## config.mk

```make
export PLATFORM = sky130hd
export DESIGN_NAME = sct_reduce
export DESIGN_NICKNAME = d
export VERILOG_FILES = /design/src/sct_pkg.sv /design/src/sct_reduce.sv
export SDC_FILE = /design/constraint.sdc
export NUM_CORES = 2
export LEC_CHECK = 0
export CAP_MARGIN = 20
export CORE_MARGIN = 2
export CORE_UTILIZATION = 25
export CTS_BUF_LIST = sky130_fd_sc_hd__clkbuf_4 sky130_fd_sc_hd__clkbuf_8
export DETAILED_ROUTE_END_ITERATION = 16
export DONT_BUFFER_PORTS = 1
export GPL_TIMING_DRIVEN = 0
export PLACE_DENSITY = 0.46
export SYNTH_ARGS = -nofsm -noshare
export SYNTH_HDL_FRONTEND = slang
export SYNTH_SLANG_ARGS = --single-unit
```

## constraint.sdc

```tcl
create_clock -name clk_i -period 14.76 [get_ports clk_i]
set_input_delay 2.214 -clock clk_i [delete_from_list [all_inputs] [get_ports clk_i]]
set_output_delay 2.214 -clock clk_i [all_outputs]
set_load 0.01 [all_outputs]
```

## src/sct_pkg.sv

```systemverilog
// Shared constants, widths and types for the Taylor series sine/cosine core.
// Used by sct_reduce, sct_term and sine_cosine_taylor_core; depends on nothing.
`default_nettype none

package sct_pkg;

  localparam int unsigned SERIES_TERMS_DEF = 6;

  localparam int unsigned ANGLE_W = 32;
  localparam int unsigned OUT_W   = 32;
  localparam int unsigned FRAC_W  = 29;

  localparam int unsigned T_W    = 57;
  localparam int unsigned REM_W  = 52;
  localparam int unsigned RD_W   = 51;
  localparam int unsigned X_W    = 31;
  localparam int unsigned X2_W   = 33;
  localparam int unsigned M_W    = 32;
  localparam int unsigned ACC_W  = 35;
  localparam int unsigned DIV_W  = 9;
  localparam int unsigned PROD_W = 66;
  localparam int unsigned PQ_W   = 37;
  localparam int unsigned RC_W   = 37;
  localparam int unsigned RC_LO_W = 19;

  localparam logic [50:0] TWO_PI_Q48 = 51'h6487ED5110B46;
  localparam logic [49:0] PI_Q48     = 50'h3243F6A8885A3;

  localparam logic [M_W-1:0] ONE_Q29 = M_W'(1) << FRAC_W;

  localparam logic [X_W-1:0] X_MAX = X_W'((51'(PI_Q48) + 51'd262144) >> 19);

  typedef struct packed {
    logic                    neg;
    logic [X2_W-1:0]         x2;
    logic [M_W-1:0]          m_s;
    logic [M_W-1:0]          m_c;
    logic signed [ACC_W-1:0] acc_s;
    logic signed [ACC_W-1:0] acc_c;
  } lane_t;

  // Divisor k(k+1) of series term n: sine uses k = 2n, cosine k = 2n-1.
  function automatic logic [DIV_W-1:0] term_div(input int unsigned n, input logic is_cos);
    int unsigned k;
    k = is_cos ? (2 * n - 1) : (2 * n);
    return DIV_W'(k * (k + 1));
  endfunction

endpackage

`default_nettype wire

```

## src/sct_reduce.sv

```systemverilog
// Six-stage range reduction of a Q8.24 angle to [-pi, pi] and the Q29 x and x^2.
// Depends on sct_pkg for constants and the lane_t word passed to the series stages.
`default_nettype none

module sct_reduce (
  input  logic                clk_i,
  input  logic                rst_ni,
  input  logic                en_i,
  input  logic                vld_i,
  input  logic signed [31:0]  angle_i,
  output logic                vld_o,
  output sct_pkg::lane_t      lane_o
);

  localparam int unsigned THI_W = sct_pkg::T_W - 40;
  localparam int unsigned RECIP_W = 22;
  localparam int unsigned RECIP_SHIFT = 32;
  localparam int unsigned K_W = 5;
  localparam int unsigned KP_W = THI_W + RECIP_W;
  localparam int unsigned SQ_W = 2 * sct_pkg::X_W + 1;
  localparam logic [72:0] RECIP_FULL = (73'd1 << 72) / 73'(sct_pkg::TWO_PI_Q48);
  localparam logic [RECIP_W-1:0] RECIP = RECIP_FULL[RECIP_W-1:0];

  logic [5:0] vld_q;

  logic [31:0]               mag;
  logic [sct_pkg::T_W-1:0]   t_a_d, t_a_q, t_b_q;
  logic                      neg_a_q, neg_b_q, neg_c_q, neg_d_q, sgn_e_q, sgn_f_q;
  logic [KP_W-1:0]           k_prod;
  logic [K_W-1:0]            k_b_d, k_b_q;
  logic [sct_pkg::T_W-1:0]   k_mul, rem_full;
  logic [sct_pkg::REM_W-1:0] rem_c_d, rem_c_q;
  logic [sct_pkg::RD_W-1:0]  rem_d_d, rem_d_q;
  logic                      ge_pi;
  logic [sct_pkg::RD_W-1:0]  rmag, rsum;
  logic                      sgn_e_d;
  logic [sct_pkg::X_W-1:0]   x_e_d, x_e_q, x_f_q;
  logic [SQ_W-1:0]           sq;
  logic [sct_pkg::X2_W-1:0]  x2_f_d, x2_f_q;

  always_comb begin
    mag = angle_i[31] ? (~angle_i + 32'd1) : angle_i;
    t_a_d = sct_pkg::T_W'({mag, 24'd0}) + sct_pkg::T_W'(sct_pkg::PI_Q48);

    k_prod = KP_W'(t_a_q[sct_pkg::T_W-1 -: THI_W]) * KP_W'(RECIP);
    k_b_d = k_prod[RECIP_SHIFT +: K_W];

    k_mul = sct_pkg::T_W'(k_b_q) * sct_pkg::T_W'(sct_pkg::TWO_PI_Q48);
    rem_full = t_b_q - k_mul;
    rem_c_d = rem_full[sct_pkg::REM_W-1:0];

    if (rem_c_q >= sct_pkg::REM_W'(sct_pkg::TWO_PI_Q48)) begin
      rem_d_d = sct_pkg::RD_W'(rem_c_q - sct_pkg::REM_W'(sct_pkg::TWO_PI_Q48));
    end else begin
      rem_d_d = sct_pkg::RD_W'(rem_c_q);
    end

    ge_pi = rem_d_q >= sct_pkg::RD_W'(sct_pkg::PI_Q48);
    rmag = ge_pi ? (rem_d_q - sct_pkg::RD_W'(sct_pkg::PI_Q48))
                 : (sct_pkg::RD_W'(sct_pkg::PI_Q48) - rem_d_q);
    sgn_e_d = neg_d_q ? (rem_d_q > sct_pkg::RD_W'(sct_pkg::PI_Q48)) : !ge_pi;
    rsum = rmag + sct_pkg::RD_W'(262144);
    x_e_d = rsum[19 +: sct_pkg::X_W];

    sq = SQ_W'(x_e_q) * SQ_W'(x_e_q) + (SQ_W'(1) << (sct_pkg::FRAC_W - 1));
    x2_f_d = sq[sct_pkg::FRAC_W +: sct_pkg::X2_W];
  end

  always_ff @(posedge clk_i or negedge rst_ni) begin
    if (!rst_ni) begin
      vld_q <= '0;
    end else if (en_i) begin
      vld_q <= {vld_q[4:0], vld_i};
    end
  end

  always_ff @(posedge clk_i) begin
    if (en_i) begin
      t_a_q   <= t_a_d;
      neg_a_q <= angle_i[31];
      t_b_q   <= t_a_q;
      k_b_q   <= k_b_d;
      neg_b_q <= neg_a_q;
      rem_c_q <= rem_c_d;
      neg_c_q <= neg_b_q;
      rem_d_q <= rem_d_d;
      neg_d_q <= neg_c_q;
      x_e_q   <= x_e_d;
      sgn_e_q <= sgn_e_d;
      x_f_q   <= x_e_q;
      x2_f_q  <= x2_f_d;
      sgn_f_q <= sgn_e_q;
    end
  end

  assign vld_o = vld_q[5];

  always_comb begin
    lane_o.neg   = sgn_f_q;
    lane_o.x2    = x2_f_q;
    lane_o.m_s   = sct_pkg::M_W'(x_f_q);
    lane_o.m_c   = sct_pkg::ONE_Q29;
    lane_o.acc_s = $signed(sct_pkg::ACC_W'(x_f_q));
    lane_o.acc_c = $signed(sct_pkg::ACC_W'(sct_pkg::ONE_Q29));
  end

endmodule

`default_nettype wire

```

## Word-level counts from Yosys, hierarchy flattened

Cells that the tools add are included.

| operators by class | value |
|---|---|
| add/sub/neg operators | 8 |
| $mul | 3 |
| order comparisons | 3 |
| muxes and demuxes | 4 |
| bitwise operators | 1 |
| reduce and logical (&&, ||, !) cells | 1 |

Operators by type and width:

| kind | count |
|---|---|
| 62-bit by 29-bit adder with 62-bit output, second input constant | 1 |
| 31-bit by 31-bit multiplier with 62-bit output | 1 |
| 56-bit by 50-bit adder with 57-bit output, second input constant | 1 |
| 52-bit by 51-bit greater-or-equal comparator with 1-bit output, second input constant | 1 |
| 52-bit subtractor | 1 |
| 51-bit by 50-bit greater-or-equal comparator with 1-bit output, second input constant | 1 |
| 51-bit by 50-bit > comparator with 1-bit output, second input constant | 1 |
| 5-bit by 50-bit multiplier with 51-bit output, second input constant | 1 |
| 51-bit 2-to-1 mux | 1 |
| 51-bit subtractor, second input constant | 1 |
| 50-bit by 19-bit adder with 50-bit output, second input constant | 1 |
| 50-bit 2-to-1 mux | 1 |
| 50-bit subtractor, first input constant | 1 |
| 50-bit subtractor, second input constant | 1 |
| 32-bit by 1-bit adder with 32-bit output, second input constant | 1 |
| 17-bit by 17-bit multiplier with 32-bit output, second input constant | 1 |
| 32-bit 2-to-1 mux | 1 |
| 32-bit inverter | 1 |
| 1-bit zero test | 1 |
| 1-bit 2-to-1 mux | 1 |

| storage, ports and cells | value |
|---|---|
| register bits after elaboration | 324 |
| input bits | 36 |

## Logic depth before layout (Yosys ltp)

| logic depth | value |
|---|---|
| depth in word-level cells | 4 |
| gate-level depth with buffers | 34 |
| depth with buffers taken out | 33 |

## Least setup slack after synthesis

Ideal clock, no wire load.

| path | value |
|---|---|
| path kind | reg-to-reg |
| from | register x_e_q[16] (netlist name) |
| to | register x2_f_q[30] (netlist name), data pin |
| library setup time | 0.262 ns |
| arrival | 8.193 ns |
| data required time | 14.498 ns |
| setup slack | 6.304 ns |
| stages on the path, launching flop included | 31 |
| path buffers | 2 |
| path through | edfxtp_1 -> clkbuf_1 -> clkbuf_1 -> nand2_1 -> inv_1 -> fa_1 -> fa_1 -> inv_1 -> fa_1 -> fa_1 -> inv_1 -> fa_1 -> fa_1 -> fa_1 -> inv_1 -> fa_1 -> inv_1 -> ha_1 -> a21oi_1 -> o21ai_0 -> a221o_1 -> a221oi_1 -> o21ai_0 -> nor2b_1 -> or3_1 -> and3_1 -> a311oi_1 -> o2111ai_1 -> a31oi_1 -> o21bai_1 -> xor2_1 |

| on the way | value |
|---|---|
| longest elaborated chain between the ends | 2 |

Ends and longest elaborated chain:

| item | RTL line | RTL |
|---|---|---|
| from (decl) | sct_reduce.sv:37 | `logic [sct_pkg::X_W-1:0] x_e_d, x_e_q, x_f_q;` |
| from (signal assigned) | sct_reduce.sv:88 | `x_e_q <= x_e_d;` |
| 31-bit by 31-bit multiplier with 62-bit output | sct_reduce.sv:65 | `sq = SQ_W'(x_e_q) * SQ_W'(x_e_q) + (SQ_W'(1) << (sct_pkg::FRAC_W - 1));` |
| 62-bit by 29-bit adder with 62-bit output | sct_reduce.sv:65 |  |
| net sq[59] | sct_reduce.sv:38 | `logic [SQ_W-1:0] sq;` |
| to (signal assigned) | sct_reduce.sv:91 | `x2_f_q <= x2_f_d;` |
| to (decl) | sct_reduce.sv:39 | `logic [sct_pkg::X2_W-1:0] x2_f_d, x2_f_q;` |

The timed path passes the listed nets, and every way through them passes these cells.
A chain may end at the register's enable or synchronous reset.

## Final worst setup path

| path | value |
|---|---|
| from | register x_e_q[4] (netlist name) |
| to | register x2_f_q[30] (netlist name), data pin |

Same word-level chain as after synthesis.

==> key figures <==
Logic synthesis
  – Commonest cells post-synth: inv_1 (1,193), fa_1 (879), ha_1 (530)
  – Mapped Cells: 5,139
  – Yosys warns: 0
  – Count leader, synth: inv_1
  – Post-synth ARST share: 0.0219
  – Register bit total from synthesis: 274
  – Synth unique cells: 99
  – Area share of the largest cell type after synthesis: 0.347
  – Area leader, netlist: fa_1
  – Synth Flop Type: edfxtp_1
  – Seq/Total Area, Yosys: 0.162
  – Top cells by area, synth: fa_1 (35%), edfxtp_1 (16%), ha_1 (13%)
  – EDFF count, synth: 268
  – Mapped cell area: 50,700 um^2
  – Mapped Avg Cell Area: around 9.9 um^2

Timing
  – Worst Slack Setup Final: just over 3 ns
  – Final Skew: 0.0683 ns
  – Setup-failing EPs final: 0
  – RSZ-0062 raised after global routing: false
  – Max Fclk: 0.0852 GHz
  – Fin crit share: 0.795
  – Final Hold Fails: 0
  – Setup_tns: 0 ns
  – Slew Limit Headroom: 0.197
  – Least-Margin Pin Slew: 1.20 ns
  – Count of pins over their slew limit: 0
  – Minimum clock period: 11.74 ns

GRT
  – Gr usage total: 0.146
  – Largest net degree at the start of global routing: 270
  – Global-route wire length before repair: 229 mm
  – Vias in the first global route: between 30,000 and 40,000
  – Total gr overflow: 0
  – Initial antenna violation count: 13

CTS
  – Num CTS Buffers: 57
  – CTS tree: built
  – CTS Hold Buffers Added: 0
  – Clock sinks: between 200 and 300
  – Root buffer cell: clkbuf_8
  – Clock latency on the worst-skew pair: 0.78 ns
  – Clock slew at reported path FFs: around 0.08 ns
  – Setup bufs post-CTS: 0
  – H-tree depth: 2
  – Post-CTS sizing: 0
  – Clock Tree Buf Depth: 3

Setup path
  – Kind of start point of the critical path: register
  – WP buf/inv: 8
  – Arr. time, crit path: 12.25 ns
  – CP delay by family, top: adder cells
  – Crit-path max cell delay: 0.97 ns
  – Slowest CP cell: edfxtp_1
  – Worst EP required: 15.27 ns
  – CP Class: register to register
  – Crit Path Max Fanout: 10
  – CP Capture Type: register
  – Top cell by count, worst path: fa_1
  – FF-to-FF setup slack: 3.02 ns

Floorplan
  – Ports: between 200 and 250
  – Die X: 454 um
  – Area of the die: 206,000 um^2
  – Core Rows: 165
  – Die H: 454 um
  – Core area: just over 200,000 um^2
  – Starting Density: 0.251

Detailed routing
  – DRC: 0
  – DR pass1 iterations: 6
  – Via count: 34,400
  – Met3 wire len: 6.41 mm
  – Vias/cell: 4.31
  – 1st-iter DRT viols: around 1,700
  – Wl on met1: around 60 mm
  – Final wirelength: 148 mm
  – WL/cell: 18.5 um
  – Post-DRT Antenna Nets: 0
  – Met2 routed WL: approximately 76 mm
  – Top Layer Used: met5

Layout
  – Share of layout cells above drive strength 1: 0.0500
  – Layout area overhead: 9.73%
  – Post-layout net count: 6,719
  – Design area: 55,600 um^2

Placed design
  – Placed inst area: 54,300 um^2
  – Setup WS pre-CTS: 2.85 ns
  – Final Wtd Congestion: 0.924
  – IO Port Bufs: 0
  – Hpwl dp: ~120 mm

Worst hold path
  – Min-Delay Path Class: register to register

Run
  – Max-cap viol count: 0

Run status
  – Status: finished clean
[cell families (layout without fill, tap and decap cells)]
family          Yosys count  in the layout  share of synthesized area
compound gates          535            535                     0.0713
simple gates           1111           1111                      0.110
fa+ha+maj              1409           1409                      0.478
other cells               2             78                   0.000148
mux                      34             34                    0.00696
flops                   274            274                      0.162
xor+xnor                322            322                     0.0559
buf+inv                1452           1560                      0.116
[through the flow]
| step | cells | hold WS [ns] | utilization |
|---|---|---|---|
| after global routing | 7993 | 0.427 | 0.275 |
| after CTS | 7987 | 0.413 | 0.275 |
| after detailed placement | 7884 | 0.405 | 0.269 |
| after floorplan | 5210 | 0.400 | - |
| after global placement | 7882 | 0.402 | 0.269 |
| final | 7995 | 0.405 | 0.275 |
[layout by cell type, fill, tap and decap left out, types with 10 or more instances in the layout]
cell,Yosys,final
clkinv_1,0,14
clkbuf_1,138,138
conb_1,2,73
a211oi_1,16,16
inv_1,1193,1193
or3_1,18,18
nand2_1,395,395
and3_1,22,22
o21bai_1,20,20
xnor2_1,184,184
or2_2,12,12
o21a_1,23,23
edfxtp_1,268,268
a31oi_1,25,25
nand4_1,32,32
a21oi_1,139,139
ha_1,530,530
clkbuf_8,0,57
nor2_1,167,167
nand2b_1,28,28
nor3_1,56,56
a21o_1,71,71
nor4_1,17,17
or4_1,10,10
nor2b_1,29,29
xor2_1,137,137
and2_1,230,230
a31o_2,11,11
mux2i_1,24,24
o21ai_0,103,103
fa_1,879,879
nand3_1,50,50
buf_2,9,10
buf_4,106,107
o31ai_1,20,20
[layout make-up]
cell class | instances | area (um^2)
Antenna cell | 5 | 12.5
Multi-Input combinational cell | 3484 | 36900
Tap cell | 2672 | 3340
Clock inverter | 37 | 385
Buffer | 259 | 1400
Timing Repair Buffer | 5 | 70.1
Inverter | 1193 | 4480
Clock buffer | 66 | 852
Fill cell | 21600 | 146000
Sequential cell | 274 | 8200
[final timing paths]
kind	endpoint	start	cells past startpoint
min reg2reg	neg_c_q$_DFFE_PP_	neg_b_q$_DFFE_PP_	0
max	x2_f_q[30]$_DFFE_PP_	x_e_q[4]$_DFFE_PP_	31
min in group asynchronous	vld_q[0]$_DFFE_PN0P_	rst_ni	0
max in group asynchronous	vld_q[1]$_DFFE_PN0P_	rst_ni	0
min	neg_c_q$_DFFE_PP_	neg_b_q$_DFFE_PP_	0
max reg2reg	x2_f_q[30]$_DFFE_PP_	x_e_q[4]$_DFFE_PP_	31
[layer usage]
layer / global-route usage / vias to the layer above
met2: 0.263 / 729
li1: - / 16300
met4: 0.0429 / 6
met1: 0.181 / 17200
met5: 0 / -
met3: 0.0180 / 235
[sequential cells by signal, summed over array words and instances, names as in the netlist, 5 cells and up]
register and cells:
rem_c_q 51, x2_f_q 33, rem_d_q 50, x_f_q 31, t_a_q 33, x_e_q 31, vld_q 6, k_b_q 5
t_b_q 28
[worst register-to-register path, delay by kind of cell, from the launching register on]
family	cells	cell delay (ns)
fa+ha+maj	9	4.16
buf+inv	8	2.08
simple gates	4	1.40
flops	1	0.97
compound gates	9	2.75
xor+xnor	1	0.16
Power is not shown: default switching activity piles up to over one toggle a cycle in this logic, so the estimate is an artifact.
